--- config.mk ---
export PLATFORM = sky130hd
export DESIGN_NAME = cu_ctrl
export DESIGN_NICKNAME = d
export VERILOG_FILES = /design/src/rtl/cu_pkg.sv /design/src/rtl/cu_ctrl.sv
export SDC_FILE = /design/constraint.sdc
export NUM_CORES = 1
export LEC_CHECK = 0
export BUFFER_PORTS_ARGS = -buffer_cell sky130_fd_sc_hd__clkbuf_2
export CORE_AREA = 10 10 47 49
export CTS_CLUSTER_SIZE = 12
export DETAILED_ROUTE_END_ITERATION = 8
export DIE_AREA = 0 0 57 59
export PLACE_DENSITY = 0.46
export SETUP_SLACK_MARGIN = 0.5
export SYNTH_ARGS = -nofsm -noshare
export SYNTH_HDL_FRONTEND = slang
export SYNTH_SLANG_ARGS = --single-unit
--- constraint.sdc ---
create_clock -name clk -period 1.9 [get_ports clk]
set_input_delay 0.095 -clock clk [delete_from_list [all_inputs] [get_ports clk]]
set_output_delay 0.095 -clock clk [all_outputs]
set_load 0.005 [all_outputs]
--- src/rtl/cu_pkg.sv ---
// ----------------------------------------------------------------------------
// cu_pkg: shared definitions for the combination unranking block
// Widths, limits, configuration register indexes and the command and status
// bundles that pass between the controller and the datapath.
// ----------------------------------------------------------------------------
`default_nettype none

package cu_pkg;

    localparam int MAX_SET_SIZE = 64;
    localparam int MAX_CHOOSE   = 16;

    localparam int SET_W    = $clog2(MAX_SET_SIZE + 1);
    localparam int CHOOSE_W = $clog2(MAX_CHOOSE + 1);
    localparam int RANK_W   = 49;
    localparam int ELEM_W   = 6;

    // The binomial table is addressed as {m, r}, with m up to MAX_SET_SIZE
    // and r up to MAX_CHOOSE.
    localparam int TAB_AW    = SET_W + CHOOSE_W;
    localparam int TAB_DEPTH = (MAX_SET_SIZE + 1) << CHOOSE_W;

    localparam int CFG_IDX_W  = 2;
    localparam int CFG_DATA_W = 7;

    localparam logic [CFG_IDX_W-1:0] CFG_SET_SIZE     = 2'd0;
    localparam logic [CFG_IDX_W-1:0] CFG_CHOOSE_COUNT = 2'd1;

    localparam logic [SET_W-1:0] SET_SIZE_RESET     = SET_W'(64);
    localparam logic [CHOOSE_W-1:0] CHOOSE_COUNT_RESET = CHOOSE_W'(1);

    // Commands from the controller to the datapath.
    typedef struct packed {
        logic fill_step;  // write one table entry and advance the fill counters
        logic load;       // capture the rank and the clamped configuration
        logic rd_total;   // read C(n, k)
        logic rd_cand;    // read C(n - x - 1, k - i - 1)
        logic skip;       // subtract the coefficient and move to the next candidate
        logic emit_elem;  // load the output register with the current element
        logic emit_err;   // load the output register with the error word
    } cmd_t;

    // Status from the datapath to the controller.
    typedef struct packed {
        logic fill_last;
        logic cfg_bad;
        logic total_over;
        logic cand_more;
        logic cand_take;
        logic last_elem;
        logic out_free;
    } stat_t;

endpackage

`default_nettype wire

--- src/rtl/cu_ctrl.sv ---
// ----------------------------------------------------------------------------
// cu_ctrl: sequencing state machine of the unranker
// Runs the table fill after reset, then walks candidates for each valid rank
// and hands elements to the output register, or an error word otherwise.
// ----------------------------------------------------------------------------
`default_nettype none

module cu_ctrl (
    input  wire logic          clk,
    input  wire logic          rst_n,
    input  wire logic          in_valid,
    output logic               in_stall,
    input  wire cu_pkg::stat_t stat,
    output cu_pkg::cmd_t       cmd
);

    import cu_pkg::*;

    typedef enum logic [2:0] {
        S_FILL,
        S_IDLE,
        S_START,
        S_CHECK,
        S_CAND,
        S_CMP,
        S_EMIT,
        S_ERR
    } state_t;

    state_t state_reg;
    state_t state_next;
    logic   in_stall_reg;

    always_comb
    begin
        state_next = state_reg;
        cmd        = '0;
        unique case (state_reg)
            S_FILL:
            begin
                cmd.fill_step = 1'b1;
                if (stat.fill_last)
                begin
                    state_next = S_IDLE;
                end
            end
            S_IDLE:
            begin
                if (in_valid && !in_stall_reg)
                begin
                    cmd.load   = 1'b1;
                    state_next = S_START;
                end
            end
            S_START:
            begin
                if (stat.cfg_bad)
                begin
                    state_next = S_ERR;
                end
                else
                begin
                    cmd.rd_total = 1'b1;
                    state_next   = S_CHECK;
                end
            end
            S_CHECK:
            begin
                state_next = stat.total_over ? S_ERR : S_CAND;
            end
            S_CAND:
            begin
                if (stat.cand_more)
                begin
                    cmd.rd_cand = 1'b1;
                    state_next  = S_CMP;
                end
                else
                begin
                    state_next = S_EMIT;
                end
            end
            S_CMP:
            begin
                if (stat.cand_take)
                begin
                    cmd.skip   = 1'b1;
                    state_next = S_CAND;
                end
                else
                begin
                    state_next = S_EMIT;
                end
            end
            S_EMIT:
            begin
                if (stat.out_free)
                begin
                    cmd.emit_elem = 1'b1;
                    state_next    = stat.last_elem ? S_IDLE : S_CAND;
                end
            end
            S_ERR:
            begin
                if (stat.out_free)
                begin
                    cmd.emit_err = 1'b1;
                    state_next   = S_IDLE;
                end
            end
            default:
            begin
                state_next = S_IDLE;
            end
        endcase
    end

    always_ff @(posedge clk or negedge rst_n)
    begin
        if (!rst_n)
        begin
            state_reg    <= S_FILL;
            in_stall_reg <= 1'b1;
        end
        else
        begin
            state_reg    <= state_next;
            in_stall_reg <= (state_next != S_IDLE);
        end
    end

    assign in_stall = in_stall_reg;

    // Once the table is filled it is never filled again.
    a_fill_once: assert property (@(posedge clk) disable iff (!rst_n)
        (state_reg != S_FILL) |=> (state_reg != S_FILL))
        else $error("table fill restarted");

    // The input is held off for as long as a rank is in work.
    a_busy_stall: assert property (@(posedge clk) disable iff (!rst_n)
        cmd.load |=> in_stall_reg)
        else $error("input open while a rank is in work");

endmodule

`default_nettype wire

==> results summary, run 1 <==
The run finished with clean final reports. The number of I/O pins is 18. The count of unique library cells instantiated by Yosys is 24. The effective utilization at floorplan is around a fifth. The final clock skew came out at ~0.007 ns. The layout overhead on the synthesized area is 58.58%. The worst-path maximum fanout came out at 4. In the routed design, unresolved DRC markers number 0. Routability-driven placement finished with a final weighted congestion of 0.6462. STA classifies the critical path endpoint as a register. The number of buffers added by the clock tree synthesis step is 3. The maximum number of pins on one net before global-route repair is 10.

By instance count, the leading cell after synthesis is nor2_1. The clock passes through at most 2 buffers. The final total negative setup slack is 0 ns. The worst min-delay path endpoint is state_reg[0]. The final HPWL from detailed placement came out at 728.9 microns. The worst vdd rail ir drop came out at around 0.7 mV. The final antenna diode count came out at 0. The floorplan die width is approximately 57 microns. The terminus of the critical flop-to-flop path is in_stall. TritonCTS built the clock tree. The actual transition at the worst max-transition pin is 0.3503 ns. After clock tree synthesis, the clock-pin slew on the worst setup and hold paths is approximately 0.040 ns. The net total in the final layout came out at 71. The die area came out at between 3000 and 4000 sq um.

The post-detailed-route via-to-cell ratio is roughly 4.6. The final critical-path share of the clock period came out at between 70 and 80%. The number of search-and-repair iterations in the first detailed-routing pass came out at 2.

The total wirelength of the detailed-routed design is 900 microns. The analysis attributes to cell leakage a power of 0.0002269 uW. The latest clock arrival within the worst-skew pair came out at between 0.2 and 0.25 ns.

The number of vias after detailed routing came out at approximately 350. The global-route usage over all layers came out at around 5.4%. The flip-flop count of the largest register after layout came out at 3. The number of antenna violations at the first check in global routing is 0. The first global-routing pass estimated 1462 microns of wire.

In this run the worst hold path is classified as primary input to register. The number of max-cap violations came out at 0. For this run, the leading register cell type out of synthesis is dfrtp_1. The violation count after the first detailed-route iteration came out at 3.

The vertical die dimension came out at approximately 60 microns. The achievable frequency is a little under 0.7 GHz. The startpoint identified for the worst hold timing path is stat[6]. The worst reg-to-reg path cell count came out at 4. The cell type contributing the most total cell area after synthesis is dfrtp_1. The count of pins over their slew limit came out at 0. The commonest cells after synthesis are nor2_1, dfrtp_1. After synthesis, the cell types taking the most area are dfrtp_1, dfstp_2, nor2_1. Clock tree synthesis selected as its root buffer the cell clkbuf_4. The worst-case headroom to the max-slew limit came out at between 70% and 80%. The H-tree level count came out at 1. The flop and latch count out of synthesis came out at 4. In the final routed layout, each cell accounts on average for 11.84 microns.

The cell depth of the worst min-delay path came out at 3. The per-instance average area after synthesis came out at ~8.5 sq um. The number of enable-type register cells in the synthesized netlist is 0. The startpoint identified for the worst register-to-register timing path is state_reg[0].

Setup violations remaining at the end of the flow were counted as 0. The power density of the placed cells came out at 1490 nW/um^2. The via count of the first global-routing pass was between 300 and 400. The async set-or-reset flop fraction in the synthesized netlist is between 90% and 100%.

In this run the register-to-register setup slack is 0.44 ns. The final worst hold slack is approximately 0.18 ns. The portion of synthesized cell area occupied by the leading cell type is roughly a quarter. The area of the mapped netlist came out at between 200 and 300 sq um. Setup repair after global routing could not meet its margin everywhere. The worst setup path is launched from a register.

The final-report hold violation count is 0. Row generation in the floorplan step produced 14 rows. CTS saw 4 sinks. The gate count of the mapped netlist is 35. The total core area is about 1400 sq um. The Yosys step of the flow raised 0 warnings. The critical path required time is between 2 and 2.5 ns.

For this run, the register share of the synthesized area comes to approximately a third. The data arrival time of the worst path is about 1.6 ns. The share of post-route cells with drive strength above 1 came out at 55.00%. The critical path launch point is state_reg[0]. The net count after synthesis came out at 45. During placement, the flow inserted port buffers numbering 17. The number of nets still failing antenna checks after routing came out at 0. The total global routing overflow came out at 0. The minimum period implied by the final worst setup slack is 1.461 ns. The type of the worst setup path is register to register.
## repair_timing
action | 4_1_cts | 5_1_grt
setup endpoints to repair | 5 | 4
endpoints found under the hold margin | 4 | 0
setup buffers | 5 | 0
hold buffers | 1 | 0
gates resized for setup | 3 | 2
pin swaps | 0 | 0
## worst max path at each step
stage                           to  cells after the start
after floorplan           in_stall                      4
after detailed placement  in_stall                      4
after global routing      in_stall                      4
after CTS                 in_stall                      4
after global placement    in_stall                      4
final                     in_stall                      4
## layout by cell type (no fill, tap or decap), drive strengths merged, types with 2 or more instances in the layout
cell type,instances
nor2,5
nand2,2
dfrtp,3
buf,6
nand2b,2
a21oi,2
nor4,2
nand3,2
clkbuf,21
## through the flow
stage	instance area, sq um	utilization [%]	total power [uW]	setup WS, ns	std cells
after floorplan	299.0	-	427.5	0.4657	35
after global placement	391.6	27.95	518.0	0.3703	66
final	474.2	33.84	706.7	0.4390	76
after global routing	474.2	33.84	770.6	0.3882	76
after detailed placement	391.6	27.95	508.5	0.3847	66
after CTS	465.4	33.21	703.2	0.4374	76
## kinds of logic (layout without fill, tap and decap cells)
kind of cell | Yosys count | count (layout) | share of synthesized area (%)
AO/OA/AOI/OAI | 8 | 8 | 21.34
buffers and inverters | 4 | 29 | 7.946
flip-flops | 4 | 4 | 33.89
multiplexers | 1 | 1 | 3.765
AND/OR/NAND/NOR | 18 | 18 | 33.06
## layer usage
metal / up-vias / global-route usage, % / wire length, microns
met5: - / 0 / 0
li1: 182 / - / -
met4: 0 / 4.027 / 0
met1: 157 / 4.858 / 374
met3: 0 / 1.931 / 44
met2: 7 / 9.767 / 481
## where the power goes
part / total (uW) / switching (uW) / internal [uW]
registers: 193 / 56.0 / 137
logic: 402 / 178 / 224
clock network: 112 / 33.3 / 78.7
## worst max-delay path, cell delays in order, from the launching register on
cell and delay [ns]:
dfrtp_1 0.38, inv_2 0.07, o311a_1 0.33, a211o_1 0.25, or3b_1 0.35
## layout make-up
class / instances / area, sq um
clock buffer: 4 / 26.28
fill: 157 / 927.1
inverter: 1 / 3.754
multi-input combinational: 27 / 180.2
sequential: 4 / 103.9
tap: 16 / 20.02
timing repair buffer: 24 / 140.1
Note: power is estimated with default switching activity, not from simulation.
==> run 2, diff against run 1 <==
- clock period: 1.9 -> 1.4 ns (I/O delays scaled with it)
==> results summary, run 2 (same netlist as run 1, synthesis figures left out) <==
The flow ran to the end, but the final reports show violations. The final reports fail on setup timing. The worst setup margin came out at -0.04439 ns. The die area came out at between 3000 and 4000 sq um. The biggest cell delay along the critical path is 0.54 ns. For the pin with the worst max-slew slack, the measured transition is 0.3577 ns. The final critical path takes up 103.2% of the cycle.

The startpoint type of the worst setup path is a register. Max-cap violations in this run came to 0. In this run the tightest slew margin relative to its limit is between 70 and 80%. Setup repair after global routing could not meet its margin everywhere. In the routed design, unresolved DRC markers number 0. The register clock-pin slew on the reported worst setup and hold paths came out at 0.04 ns. The floorplan has 14 rows.

The sort of element at the end of the critical path is a register. The placed cell area came out at 459.2 sq um. The H-tree level count came out at 1. The total global routing overflow came out at 0. Static timing analysis puts the maximum clock frequency at 0.6923 GHz.

The number of vias after detailed routing is approximately 370. The fraction of power spent switching nets is between 30% and 40%. Leaving out filler cells and counting taps, the final layout contains a little over 80. The kind of cell with the highest combined delay on the critical path is flip-flops.

The total wirelength of the detailed-routed design is ~1000 microns. The maximum number of pins on one net before global-route repair came out at 12. Summing all non-filler instances in the final layout gives an area of about 610 sq um. The worst vdd rail ir drop is between 0.9 and 1 mV. The final-report hold violation count was 0. The filler cell count is 150. The total of endpoints with negative setup slack in the final report is 2.

The most common library cell in the layout ignoring fill and taps is clkbuf_2. The signal on the critical path passes through nand2b_4, nor4_2, a211o_1, or3b_1. Across every metal layer, demand over resource in global routing totals 6.096%.

The detailed-route wire length per cell came out at around 13 microns. The setup path with the least slack is of type register to register. The final antenna diode count came out at 0. The flip-flop count of the largest register after layout is 3.

The region available for standard cell placement spans around 1400 sq um. The violation count after the first detailed-route iteration is 3. During I/O placement, the number of pins put on the boundary was 18. The maximum root-to-sink buffer count is 2.

The part of the power in registers came out at 20.8%. The net switching power is ~490 uW. In this run the power density over the cells is roughly 2100 nW/um^2. The floorplan die width came out at between 50 and 60 microns. The detail route stage leaves a number of antenna-violating nets equal to 0. The latest clock arrival within the worst-skew pair is between 0.2 and 0.25 ns.

The minimum period implied by the final worst setup slack is 1.444 ns. Cells fill 43.66% of the core in the end. The share of post-route cells with drive strength above 1 is 74.24%. In the layout the commonest cells are clkbuf_2, buf_6, buf_2, buf_4, clkbuf_4. Dividing the detail-routed via count by the number of cells gives approximately 4.6. The critical path required time came out at around 1.6 ns.

Per report_power, the clock group accounts for 12.0% of the total. Cell internal power was estimated by the tool at approximately 800 uW. The layout overhead on the synthesized area is 104.6%. The data arrival time of the worst path is around 1.6 ns. The number of buffers and inverters on the critical path came out at 0. The leakage power figure is about 0.00029 uW.

The count of pins over their slew limit came to 0. The effective utilization at floorplan came out at 21.34%. The number of antenna violations at the first check in global routing is 0. Clock tree synthesis selected as its root buffer the cell clkbuf_4. Routability-driven placement finished with a final weighted congestion of approximately 0.69. The vertical die dimension is a little under 60 microns. Before antenna repair, the detailed router went through 4 iterations. The number of placed cells counting well taps came out at 75. The worst-path maximum fanout is 2. Clock tree synthesis inserted a total of 3 buffers. The via count of the first global-routing pass is between 400 and 500. The final HPWL from detailed placement is around 760 microns. The design draws around 1300 uW. The final clock skew is between 0.006 and 0.007 ns. The wire length of the first global-routing pass came out at 1642 microns. The net total in the final layout came out at 77. The tightest min-delay check is of the primary input to async pin type.

The number of clock sinks seen by CTS is 4. For this design, the slowest cell found on the critical path is dfstp_2. TritonCTS built the clock tree. During placement, the flow inserted port buffers numbering 17.

The share of total power dissipated in combinational logic is 67.2%.
## run 2: cell count changes in the layout (fill, tap and decap cells not counted), sizes merged
cell	before	now
buf	6	19
clkbuf	21	14
## run 2: cell type report
cell class / instances / area, sq um / share of cell area (%)
Multi-Input combinational cell: 27 / 240.2 / 39.26
Timing Repair Buffer: 30 / 217.7 / 35.58
Sequential cell: 4 / 103.9 / 16.97
Clock buffer: 4 / 26.28 / 4.294
Tap cell: 16 / 20.02 / 3.272
Inverter: 1 / 3.754 / 0.6135
## run 2: path summary, 6_finish.rpt
check | slack (ns) | from | endpoint | cells past startpoint
worst min register to register | 0.73 | state_reg[2] | state_reg[1] | 2
max in group asynchronous | 1.02 | rst_n | in_stall | 2
min in group clk | 0.19 | stat[2] | state_reg[1] | 3
worst min-delay path | 0.17 | rst_n | state_reg[0] | 2
worst max register to register | -0.04 | in_stall | in_stall | 4
worst max-delay path | -0.04 | in_stall | in_stall | 4
## run 2: what timing repair did
action / CTS / global route
hold endpoints to repair: 4 / 0
endpoints found under the setup margin: 12 / 12
buffers inserted: 2 / 0
hold buffers: 1 / 0
pin swaps: 2 / 6
resized for setup: 11 / 21
## run 2: stage by stage
stage | setup WS, ns | setup TNS, ns | hold slack, ns
after detailed placement | -0.05610 | -0.05610 | -0.1214
after global placement | -0.06048 | -0.06048 | -0.1194
final | -0.04439 | -0.05145 | 0.1663
after floorplan | -0.03431 | -0.03431 | -0.2256
after CTS | -0.02486 | -0.04623 | 0.1553
after global routing | -0.08834 | -0.2333 | 0.1864
## run 2: power groups by stage
| stage | Clock (uW) | Sequential, uW | Combinational (uW) |
|---|---|---|---|
| after floorplan | 0 | 215 | 394 |
| after global placement | 0 | 255 | 615 |
| after detailed placement | 0 | 254 | 605 |
| after CTS | 165 | 251 | 731 |
| after global routing | 175 | 278 | 950 |
| final | 155 | 269 | 868 |
## run 2: per-layer routing
layer / wire, microns / global-route usage, % / vias up
met5: 0 / 0 / -
met4: 0 / 5.705 / 0
met3: 51 / 2.146 / 0
met2: 613 / 11.01 / 6
met1: 364 / 5.113 / 177
li1: - / - / 191
